**config.mk**
```make
export PLATFORM = sky130hd
export DESIGN_NAME = bounded_ordered_list_store_core
export DESIGN_NICKNAME = d
export VERILOG_FILES = /design/src/bols_pkg.sv /design/src/bols_ram.sv /design/src/bounded_ordered_list_store_core.sv
export VERILOG_INCLUDE_DIRS = /design/src /design/src/src
export SDC_FILE = /design/constraint.sdc
export NUM_CORES = 1
export LEC_CHECK = 0
export BUFFER_PORTS_ARGS = -buffer_cell sky130_fd_sc_hd__clkbuf_2
export CAP_MARGIN = 0
export CORE_AREA = 2 2 269 271
export CTS_CLUSTER_DIAMETER = 80
export DETAILED_ROUTE_END_ITERATION = 12
export DIE_AREA = 0 0 271 273
export SETUP_SLACK_MARGIN = 0.5
export SYNTH_ARGS = -nofsm -noshare
export SYNTH_HDL_FRONTEND = slang
export SYNTH_SLANG_ARGS = --single-unit
```
**constraint.sdc**
```tcl
create_clock -name clk -period 5.95 [get_ports clk]
set_clock_uncertainty 0.05 [all_clocks]
set_input_delay 1.19 -clock clk [delete_from_list [all_inputs] [get_ports clk]]
set_output_delay 1.19 -clock clk [all_outputs]
set_load 0.01 [all_outputs]
```
**src/bounded_ordered_list_store_core_defines.svh**
```systemverilog
// Assertion macros used by the list store core RTL.
`ifndef BOUNDED_ORDERED_LIST_STORE_CORE_DEFINES_SVH
`define BOUNDED_ORDERED_LIST_STORE_CORE_DEFINES_SVH

`ifndef SYNTHESIS
// Same-cycle implication, checked at every rising edge outside reset.
`define BOLS_ASSERT_NOW(lbl, clk, rstn, ante, cons, msg) \
    lbl: assert property (@(posedge clk) disable iff (!rstn) (ante) |-> (cons)) \
        else $error(msg);
// Next-cycle implication, checked at every rising edge outside reset.
`define BOLS_ASSERT_NEXT(lbl, clk, rstn, ante, cons, msg) \
    lbl: assert property (@(posedge clk) disable iff (!rstn) (ante) |=> (cons)) \
        else $error(msg);
`else
`define BOLS_ASSERT_NOW(lbl, clk, rstn, ante, cons, msg)
`define BOLS_ASSERT_NEXT(lbl, clk, rstn, ante, cons, msg)
`endif

`endif

```
**src/bols_pkg.sv**
```systemverilog
`default_nettype none

package bols_pkg;

    // Port field widths.
    localparam int OP_W      = 3;
    localparam int IO_VAL_W  = 32;
    localparam int POS_W     = 4;
    localparam int STAT_W    = 2;
    localparam int OUT_CNT_W = 5;

    // Operation codes.
    localparam logic [OP_W-1:0] OP_APPEND   = 3'd0;
    localparam logic [OP_W-1:0] OP_ERASE    = 3'd1;
    localparam logic [OP_W-1:0] OP_SET      = 3'd2;
    localparam logic [OP_W-1:0] OP_COUNT    = 3'd3;
    localparam logic [OP_W-1:0] OP_CONTAINS = 3'd4;
    localparam logic [OP_W-1:0] OP_CLEAR    = 3'd5;

    // Result status codes.
    localparam logic [STAT_W-1:0] ST_OK    = 2'd0;
    localparam logic [STAT_W-1:0] ST_FULL  = 2'd1;
    localparam logic [STAT_W-1:0] ST_MISS  = 2'd2;
    localparam logic [STAT_W-1:0] ST_EMPTY = 2'd3;

endpackage

`default_nettype wire

```
**src/bols_ram.sv**
```systemverilog
`default_nettype none

module bols_ram #(
    parameter int WIDTH = 32,
    parameter int DEPTH = 16
) (
    input  logic                     clk,
    input  logic                     we,
    input  logic [$clog2(DEPTH)-1:0] waddr,
    input  logic [WIDTH-1:0]         wdata,
    input  logic [$clog2(DEPTH)-1:0] raddr,
    output logic [WIDTH-1:0]         rdata
);

    logic [WIDTH-1:0] mem [DEPTH];
    logic [WIDTH-1:0] rdata_reg;

    always_ff @(posedge clk)
    begin
        if (we)
        begin
            mem[waddr] <= wdata;
        end
        rdata_reg <= mem[raddr];
    end

    assign rdata = rdata_reg;

endmodule

`default_nettype wire

```
**src/bounded_ordered_list_store_core.sv**
```systemverilog
`default_nettype none
`include "bounded_ordered_list_store_core_defines.svh"

// Channel  | Direction | Handshake           | Payload
// ---------+-----------+---------------------+-----------------------------------------
// in       | input     | in_valid / in_stall | op, item_value, position
// out      | output    | out_valid/out_stall | status, match_count, found, list_length,
//          |           |                     | head_value, tail_value, is_empty
//
// Append, set, clear and unused ops load the result straight after execution; count and
// contains on a non-empty list read each entry through the one read port and comparator, erase
// reads up to its first match; a successful erase then closes the gap one entry per cycle.
// Reset clears the fill count and all registers; the entry memory is not swept.
// in_stall is high from acceptance until the result is loaded, so the next item can be taken
// in the cycle after the load; a stalled output holds its result while the next waits finished.

module bounded_ordered_list_store_core #(
    parameter int DEPTH       = 16,
    parameter int VALUE_WIDTH = 32
) (
    input  logic                             clk,
    input  logic                             rst_n,
    input  logic                             in_valid,
    output logic                             in_stall,
    input  logic [bols_pkg::OP_W-1:0]        op,
    input  logic [bols_pkg::IO_VAL_W-1:0]    item_value,
    input  logic [bols_pkg::POS_W-1:0]       position,
    output logic                             out_valid,
    input  logic                             out_stall,
    output logic [bols_pkg::STAT_W-1:0]      status,
    output logic [bols_pkg::OUT_CNT_W-1:0]   match_count,
    output logic                             found,
    output logic [bols_pkg::OUT_CNT_W-1:0]   list_length,
    output logic [bols_pkg::IO_VAL_W-1:0]    head_value,
    output logic [bols_pkg::IO_VAL_W-1:0]    tail_value,
    output logic                             is_empty
);

    import bols_pkg::*;

    localparam int AW    = $clog2(DEPTH);
    localparam int CW    = $clog2(DEPTH + 1);
    localparam int CMP_W = (CW > POS_W) ? CW : POS_W;

    typedef enum logic [2:0] {
        S_IDLE,
        S_EXEC,
        S_SCAN,
        S_SHIFT,
        S_RDHEAD,
        S_RDTAIL,
        S_CAPTAIL,
        S_FIN
    } state_t;

    state_t                  state_reg, state_next;
    logic [OP_W-1:0]         op_reg, op_next;
    logic [VALUE_WIDTH-1:0]  val_reg, val_next;
    logic [POS_W-1:0]        pos_reg, pos_next;
    logic [CW-1:0]           fill_reg, fill_next;
    logic [VALUE_WIDTH-1:0]  head_reg, head_next;
    logic [VALUE_WIDTH-1:0]  tail_reg, tail_next;
    logic [CW-1:0]           addr_reg, addr_next;
    logic [AW-1:0]           rd_idx_reg, rd_idx_next;
    logic                    rd_pend_reg, rd_pend_next;
    logic [CW-1:0]           cnt_reg, cnt_next;
    logic                    found_reg, found_next;
    logic [STAT_W-1:0]       stat_reg, stat_next;

    logic                    out_valid_reg, out_valid_next;
    logic [STAT_W-1:0]       res_status_reg, res_status_next;
    logic [OUT_CNT_W-1:0]    res_count_reg, res_count_next;
    logic                    res_found_reg, res_found_next;
    logic [OUT_CNT_W-1:0]    res_length_reg, res_length_next;
    logic [IO_VAL_W-1:0]     res_head_reg, res_head_next;
    logic [IO_VAL_W-1:0]     res_tail_reg, res_tail_next;
    logic                    res_empty_reg, res_empty_next;

    logic                    mem_we;
    logic [AW-1:0]           mem_waddr;
    logic [VALUE_WIDTH-1:0]  mem_wdata;
    logic [AW-1:0]           mem_raddr;
    logic [VALUE_WIDTH-1:0]  mem_rdata;

    logic [CW-1:0]           fill_m1;
    logic                    pos_ok;
    logic                    hit;

    bols_ram #(
        .WIDTH (VALUE_WIDTH),
        .DEPTH (DEPTH)
    ) u_entries (
        .clk   (clk),
        .we    (mem_we),
        .waddr (mem_waddr),
        .wdata (mem_wdata),
        .raddr (mem_raddr),
        .rdata (mem_rdata)
    );

    assign fill_m1 = fill_reg - CW'(1);
    assign pos_ok  = CMP_W'(pos_reg) < CMP_W'(fill_reg);
    assign hit     = rd_pend_reg && (mem_rdata == val_reg);

    always_comb
    begin
        state_next      = state_reg;
        op_next         = op_reg;
        val_next        = val_reg;
        pos_next        = pos_reg;
        fill_next       = fill_reg;
        head_next       = head_reg;
        tail_next       = tail_reg;
        addr_next       = addr_reg;
        rd_idx_next     = rd_idx_reg;
        rd_pend_next    = 1'b0;
        cnt_next        = cnt_reg;
        found_next      = found_reg;
        stat_next       = stat_reg;
        out_valid_next  = out_valid_reg && out_stall;
        res_status_next = res_status_reg;
        res_count_next  = res_count_reg;
        res_found_next  = res_found_reg;
        res_length_next = res_length_reg;
        res_head_next   = res_head_reg;
        res_tail_next   = res_tail_reg;
        res_empty_next  = res_empty_reg;
        mem_we          = 1'b0;
        mem_waddr       = fill_reg[AW-1:0];
        mem_wdata       = val_reg;
        mem_raddr       = addr_reg[AW-1:0];

        case (state_reg)
            S_IDLE:
            begin
                if (in_valid)
                begin
                    op_next    = op;
                    val_next   = VALUE_WIDTH'(item_value);
                    pos_next   = position;
                    state_next = S_EXEC;
                end
            end

            S_EXEC:
            begin
                stat_next  = ST_OK;
                cnt_next   = '0;
                found_next = 1'b0;
                addr_next  = '0;
                state_next = S_FIN;
                case (op_reg)
                    OP_APPEND:
                    begin
                        if (fill_reg == CW'(DEPTH))
                        begin
                            stat_next = ST_FULL;
                        end
                        else
                        begin
                            mem_we    = 1'b1;
                            mem_waddr = fill_reg[AW-1:0];
                            fill_next = fill_reg + CW'(1);
                            tail_next = val_reg;
                            if (fill_reg == '0)
                            begin
                                head_next = val_reg;
                            end
                        end
                    end
                    OP_SET:
                    begin
                        if (pos_ok)
                        begin
                            mem_we    = 1'b1;
                            mem_waddr = AW'(pos_reg);
                            if (pos_reg == '0)
                            begin
                                head_next = val_reg;
                            end
                            if (CMP_W'(pos_reg) == CMP_W'(fill_m1))
                            begin
                                tail_next = val_reg;
                            end
                        end
                        else
                        begin
                            stat_next = ST_MISS;
                        end
                    end
                    OP_ERASE, OP_COUNT, OP_CONTAINS:
                    begin
                        if (fill_reg == '0)
                        begin
                            stat_next = ST_EMPTY;
                        end
                        else
                        begin
                            state_next = S_SCAN;
                        end
                    end
                    OP_CLEAR:
                    begin
                        fill_next = '0;
                    end
                    default:
                    begin
                    end
                endcase
            end

            S_SCAN:
            begin
                if (op_reg == OP_ERASE && hit)
                begin
                    found_next = 1'b1;
                    addr_next  = CW'(rd_idx_reg) + CW'(1);
                    state_next = S_SHIFT;
                end
                else
                begin
                    if (hit)
                    begin
                        cnt_next   = cnt_reg + CW'(1);
                        found_next = 1'b1;
                    end
                    if (addr_reg != fill_reg)
                    begin
                        mem_raddr    = addr_reg[AW-1:0];
                        rd_idx_next  = addr_reg[AW-1:0];
                        rd_pend_next = 1'b1;
                        addr_next    = addr_reg + CW'(1);
                    end
                    else if (!rd_pend_reg)
                    begin
                        // The whole list was read; an erase that reaches here found no match.
                        if (op_reg == OP_ERASE)
                        begin
                            stat_next = ST_MISS;
                        end
                        state_next = S_FIN;
                    end
                end
            end

            S_SHIFT:
            begin
                // Each entry read in the previous cycle moves down by one place.
                if (rd_pend_reg)
                begin
                    mem_we    = 1'b1;
                    mem_waddr = rd_idx_reg - AW'(1);
                    mem_wdata = mem_rdata;
                end
                if (addr_reg != fill_reg)
                begin
                    mem_raddr    = addr_reg[AW-1:0];
                    rd_idx_next  = addr_reg[AW-1:0];
                    rd_pend_next = 1'b1;
                    addr_next    = addr_reg + CW'(1);
                end
                else if (!rd_pend_reg)
                begin
                    fill_next  = fill_m1;
                    state_next = S_RDHEAD;
                end
            end

            S_RDHEAD:
            begin
                mem_raddr  = '0;
                state_next = (fill_reg == '0) ? S_FIN : S_RDTAIL;
            end

            S_RDTAIL:
            begin
                head_next  = mem_rdata;
                mem_raddr  = fill_m1[AW-1:0];
                state_next = S_CAPTAIL;
            end

            S_CAPTAIL:
            begin
                tail_next  = mem_rdata;
                state_next = S_FIN;
            end

            S_FIN:
            begin
                if (!out_valid_reg || !out_stall)
                begin
                    out_valid_next  = 1'b1;
                    res_status_next = stat_reg;
                    res_count_next  = (op_reg == OP_COUNT) ? OUT_CNT_W'(cnt_reg) : '0;
                    res_found_next  = found_reg;
                    res_length_next = OUT_CNT_W'(fill_reg);
                    res_empty_next  = (fill_reg == '0);
                    res_head_next   = (fill_reg == '0) ? '0 : IO_VAL_W'(head_reg);
                    res_tail_next   = (fill_reg == '0) ? '0 : IO_VAL_W'(tail_reg);
                    state_next      = S_IDLE;
                end
            end

            default:
            begin
                state_next = S_IDLE;
            end
        endcase
    end

    always_ff @(posedge clk or negedge rst_n)
    begin
        if (!rst_n)
        begin
            state_reg      <= S_IDLE;
            op_reg         <= '0;
            val_reg        <= '0;
            pos_reg        <= '0;
            fill_reg       <= '0;
            head_reg       <= '0;
            tail_reg       <= '0;
            addr_reg       <= '0;
            rd_idx_reg     <= '0;
            rd_pend_reg    <= 1'b0;
            cnt_reg        <= '0;
            found_reg      <= 1'b0;
            stat_reg       <= ST_OK;
            out_valid_reg  <= 1'b0;
            res_status_reg <= ST_OK;
            res_count_reg  <= '0;
            res_found_reg  <= 1'b0;
            res_length_reg <= '0;
            res_head_reg   <= '0;
            res_tail_reg   <= '0;
            res_empty_reg  <= 1'b1;
        end
        else
        begin
            state_reg      <= state_next;
            op_reg         <= op_next;
            val_reg        <= val_next;
            pos_reg        <= pos_next;
            fill_reg       <= fill_next;
            head_reg       <= head_next;
            tail_reg       <= tail_next;
            addr_reg       <= addr_next;
            rd_idx_reg     <= rd_idx_next;
            rd_pend_reg    <= rd_pend_next;
            cnt_reg        <= cnt_next;
            found_reg      <= found_next;
            stat_reg       <= stat_next;
            out_valid_reg  <= out_valid_next;
            res_status_reg <= res_status_next;
            res_count_reg  <= res_count_next;
            res_found_reg  <= res_found_next;
            res_length_reg <= res_length_next;
            res_head_reg   <= res_head_next;
            res_tail_reg   <= res_tail_next;
            res_empty_reg  <= res_empty_next;
        end
    end

    assign in_stall    = (state_reg != S_IDLE);
    assign out_valid   = out_valid_reg;
    assign status      = res_status_reg;
    assign match_count = res_count_reg;
    assign found       = res_found_reg;
    assign list_length = res_length_reg;
    assign head_value  = res_head_reg;
    assign tail_value  = res_tail_reg;
    assign is_empty    = res_empty_reg;

    `BOLS_ASSERT_NEXT(a_accept_exec, clk, rst_n, in_valid && !in_stall,
        state_reg == S_EXEC, "accepted item did not start execution")
    `BOLS_ASSERT_NOW(a_fill_bound, clk, rst_n, 1'b1, fill_reg <= CW'(DEPTH),
        "fill count beyond depth")
    `BOLS_ASSERT_NOW(a_scan_no_write, clk, rst_n, state_reg == S_SCAN, !mem_we,
        "memory written during scan")
    `BOLS_ASSERT_NEXT(a_erase_shrinks, clk, rst_n,
        state_reg == S_SHIFT && state_next == S_RDHEAD,
        fill_reg == $past(fill_reg) - CW'(1), "erase did not shrink list by one")
    `BOLS_ASSERT_NOW(a_count_bound, clk, rst_n, state_reg == S_FIN, cnt_reg <= fill_reg,
        "match count exceeds length")

endmodule

`default_nettype wire

```
======== Yosys cells after proc, flatten, opt, wreduce, memory -nomap -nowiden ========
Memories as Yosys holds them, arrays and structs flattened. A register that Yosys moved wholly into a read port is not among the register bits.
Cells that the tools add are included.
W data, S select, Z words.
operators by class
  add/subtract/negate cells ............... 6
  shift operators ......................... 0
  bitwise operators ....................... 0
  mux-type cells .......................... 70
  reduce and logical (&&, ||, !) cells .... 28
  divide/modulo/power cells ............... 0
  multiply operators ...................... 0
  $lt $le $gt $ge ......................... 1
  eq/ne operators ......................... 35
operator list
  cell                   number
  $mux W32               11
  $pmux W32 S2           4
  $mux W5                8
  $eq A32 B32 Y1         1
  $pmux W5 S2            3
  $mux W3                9
  $ne A3 B3 Y1 const B   8
  $pmux W3 S8            1
  $pmux W4 S2            3
  $mux W4                5
  $eq A3 B3 Y1 const B   6
  $ne A2 B2 Y1 const B   9
  $add A5 B1 Y5 const B  3
  $pmux W5 S3            1
  $reduce_and A5 Y1      3
  $mux W2                7
  $eq A3 B2 Y1 const B   4
  $mux W1                12
  $reduce_and A6 Y1      2
  $reduce_bool A2 Y1     5
  $pmux W1 S2            4
  $reduce_and A2 Y1      4
  $eq A3 B1 Y1 const B   2
  $logic_not A3 Y1       2
  18 further kinds       23
storage, ports and cells
  latch bits .............................. 0
  output and inout bits ................... 80
  bits in writable memories ............... 512
  memories kept ........................... 1
  bits in read-only memories .............. 0
  logic and storage cells ................. 162
  register bits after elaboration ......... 208
  input bits .............................. 43
memory list
  name           depth  bits a word  rd ports  clocked after Yosys merged registers in  wr ports  line            text
  u_entries.mem  16     32           1         1                                        1         bols_ram.sv:15  logic [WIDTH-1:0] mem [DEPTH];

======== Longest topological paths before layout ========
  depth after elaboration ................. 6
  depth in mapped cells ................... 11
  mapped depth without buffers ............ 8

======== Cells and area by module ========
A second synthesis with hierarchy kept.
unflattened totals
  cell total of the unflattened synthesis .. 1709
  area, all modules ....................... 29980.0 um^2
modules (own cells, without submodules)
  module                           instances  cells each  area each (um^2)  seq. area each (um^2)
  bols_ram                         1          838         19836.5           16015.4
  bounded_ordered_list_store_core  1          871         10143.5           5206.2

======== Worst setup path before layout ========
No wires, ideal clock.
  kind .................................... register to register
  start ................................... register fill_reg[1]
  end ..................................... memory u_entries.mem[11][0], enable pin
  arrival time ............................ 3812 ps
  path buffers ............................ 1
  path slack .............................. 1667 ps
  cell stages (with the launch flop) ...... 10
  data required time ...................... 5479 ps
  library setup time ...................... 421 ps
  clock period less this slack ............ 4283 ps
  path through ............................ dfrtp_1 > clkbuf_1 > inv_1 > ha_1 > nor2b_1 > o2111ai_1 > a31oi_1 > o21a_1 > or4_1 > nor2_1
between the ends
  word-level cells in the longest chain between the ends .. 6
  elaborated cells on any way between the ends .. 12
  those cells by class .................... 1 x order compare; 1 x eq/ne; 10 x mux
ends and longest elaborated chain
  what                                          line                                                                            text
  start, declared                               bounded_ordered_list_store_core.sv:60                                           logic [CW-1:0] fill_reg, fill_next;
  start signal, assigned                        bounded_ordered_list_store_core.sv:343                                          fill_reg <= fill_next;
  $lt A4 B5 Y1 or $eq A5 B5 Y1 (tied branches)  bounded_ordered_list_store_core.sv:102, bounded_ordered_list_store_core.sv:155
  $mux W1, on equally long branches             bounded_ordered_list_store_core.sv:173, bounded_ordered_list_store_core.sv:155
  $pmux W1 S2                                   bounded_ordered_list_store_core.sv:152                                          case (op_reg)
  $pmux W1 S2                                   bounded_ordered_list_store_core.sv:133                                          case (state_reg)
  $mux W1                                       bols_ram.sv:20                                                                  if (we)
  $mux W1 (implied by the code)                 bols_ram.sv:22                                                                  mem[waddr] <= wdata;
  end, declared                                 bols_ram.sv:15
Several ways; a longest one is shown, not always the timed one.

======== Worst setup path after layout ========
  start ................................... register fill_reg[1]
  end ..................................... memory u_entries.mem[15][7], enable pin
Same word-level chain as after synthesis.

==> reports/results.ini <==
[status]
status = completed

[critical_path]
crit_path_end_kind = register
cp_max_fo = 21
cp.required_ns = 6.21
criticalPathCategory = reg -> reg
worstPathArrival_ns = 4.84
critPathLaunchType = register

[detailed_routing]
drc_errors = 0
drt_first_iter_violations = 1166
first_pass_iters = 7
wl_per_cell_um = 23.44
drt-vias-per-instance = 5.555
vias = 17403
antenna_left = 0
routed_wl_um = 73430

[cts]
cts-root-buf = clkbuf_16
cts.clk_slew.worst_paths_ns = 0.06
cts_setup_buffers = 0
ctsResizeCount = 0
cts_buffer_depth = 3
cts_tree = built
postCtsHoldBufs = 0
clkLatencyLatePin_ns = 0.63
h-tree-depth = 3
cts_buffers = 80
cts_sinks = 752

[synthesis]
synth_warnings = 0
synthArstFlopShare_pct = 27.66
synth_top_area_cell = edfxtp_1
yosysMostFrequentCell = edfxtp_1
yosys.area.top_type_share_pct = 48.36
ys_types = 74
ys_seq_area_share_pct = 66.76
synth_ff_type = edfxtp_1
synth.top_cells.by_count = 512 x edfxtp_1, 482 x mux2i_1, 207 x dfrtp_1, 196 x mux2_2, 65 x a22o_1
syn_area_um2 = 31790
avgSynthCellArea_um2 = 15.96
syn_inst = 1992
synthesis.nets = 2046
synth-edff-count = 512
synth_seq_cells = 752
synth_area_leaders = edfxtp_1 48%, dfrtp_1 16%, mux2i_1 15%, mux2_2 6.9%, dfxtp_1 2.0%

[pwr]
power_per_cell_area_nw_per_um2 = 581.0
pwr-share-clk_pct = 23.1
switching_share_pct = 36.55
power_frac_seq_pct = 39.5
internal-power_mw = 13.37
power_frac_comb_pct = 37.4
ir_worst_vdd_uv = 474.2
p_leak_nw = 14.88
switchingPower_mw = 7.700
finalPower_mw = 21.07

[timing]
setup_viol = 0
tns_ns = 0
max_freq_mhz = 218.3
hold_viol_final = 0
fin_crit_ns = 4.580
whs_ns = 0.4278
post-route-period-util_pct = 76.97
slew_headroom_pct = 13.69
tightest_slew_ns = 1.286
grt_setup_unrepaired = false
drv_slew = 0

[floorplanning]
design.die.area_um2 = 73980
die_width_um = 271
start_util_pct = 44.78
die_h_um = 273
io_pins = 123
rows = 98
coreArea_um2 = 71000

[layout]
regMostFlops = u_entries.mem
layout.nets = 2174
syn_to_final_growth_pct = 14.05
largest_register_ffs = 512
fillers = 5878
drive_gt1_share_pct = 23.15

[job]
drv_cap = 0

[grt]
antenna_found_initial = 0
track_usage_pct = 19.75
grt_pass1_vias = 17131
grt_overflow = 0
grt_start_max_net_pins = 170
grt_pass1_wl_um = 110800

[placed_design]
gp_congestion = 0.8651
hpwlAfterDp_um = 47740
place.port_buffers = 122

[worst_hold_path]
min_path_type = in -> async

through the flow:
stage	cell area, um2	instances	worst slack [ns]	utilization (%)
floorplan	31790	1992	1.667	-
global placement	33660	2988	1.501	47.41
detailed placement	33660	2988	1.376	47.41
CTS	36250	3131	1.335	51.06
global route	36250	3131	1.004	51.06
finish	36250	3133	1.370	51.07
layout by cell type (no fill, tap or decap), types with 6 or more instances in the layout:
master and count:
bufinv_16 6, a21oi_1 11, nand2_1 47, xnor2_1 27
o22ai_1 8, o21ai_0 30, clkinv_2 11, clkbuf_1 13
edfxtp_1 512, dfxtp_1 32, dfrtp_1 207, nand3_1 26
nand2b_1 17, buf_12 8, clkbuf_16 81, nand4_1 20
o31ai_1 6, xor2_1 11, nor3_1 6, clkinv_1 17
nor2_4 18, buf_4 23, a22oi_1 6, a22o_1 65
ha_1 11, inv_1 16, nor2_1 27, clkbuf_2 121
mux2_2 196, nor2b_1 7, mux2i_1 482
per-layer routing:
metal	share of wire [%]	routed length, um	global-route usage (%)
met5	0	0	0
met1	50	37000	30.55
met4	1.8	1288	5.031
met3	4.5	3277	2.935
met2	43	31860	29.12
power groups by stage:
stage	sequential (mW)	clock, mW	combinational [mW]
floorplan	8.00	0	5.44
global placement	8.38	0	7.74
detailed placement	8.41	0	7.86
CTS	8.31	4.98	7.89
global route	8.45	5.19	8.46
finish	8.32	4.86	7.88
worst paths after layout:
check                            start                   end  slack [ns]  cells past startpoint
min                              rst_n             status[0]        0.43                      1
max in group asynchronous        rst_n          head_reg[13]        4.16                      2
min in group clk             status[0]             status[0]        0.43                      2
min reg2reg                  status[0]             status[0]        0.43                      2
max                        fill_reg[1]  u_entries.mem[15][7]        1.37                      9
max reg2reg                fill_reg[1]  u_entries.mem[15][7]        1.37                      9
worst max-delay path, cell delays in order (launching register included):
cell and delay, ns:
dfrtp_1 0.57, inv_1 0.22, ha_1 0.31, nor2b_1 0.14, o2111ai_1 0.49, a21boi_0 0.26
o31ai_1 0.56, nand3_1 0.49, nor2_4 0.77, buf_4 0.36
area by class of cell:
| type | instances | area (um2) | share of cell area, % |
|---|---|---|---|
| antenna | 2 | 5.005 | 0.01380 |
| clock buffer | 97 | 2117 | 5.839 |
| sequential | 752 | 21220 | 58.53 |
| multi-input combinational | 1116 | 10230 | 28.22 |
| inverter | 17 | 63.81 | 0.1760 |
| tap | 950 | 1189 | 3.279 |
| timing repair buffer | 153 | 952.2 | 2.626 |
| clock inverter | 46 | 476.7 | 1.315 |
cell families (layout without fill, tap and decap cells):
kind of cell	count (synthesis)	after routing	synth area share, %
compound gates	167	167	3.948
flops	752	752	66.76
simple gates	215	215	3.696
xor+xnor	38	38	1.047
mux	685	685	22.42
fa+ha+maj	11	11	0.4329
other cells	0	2	0
buf+inv	124	313	1.704
(Power assumes the default switching activity.)
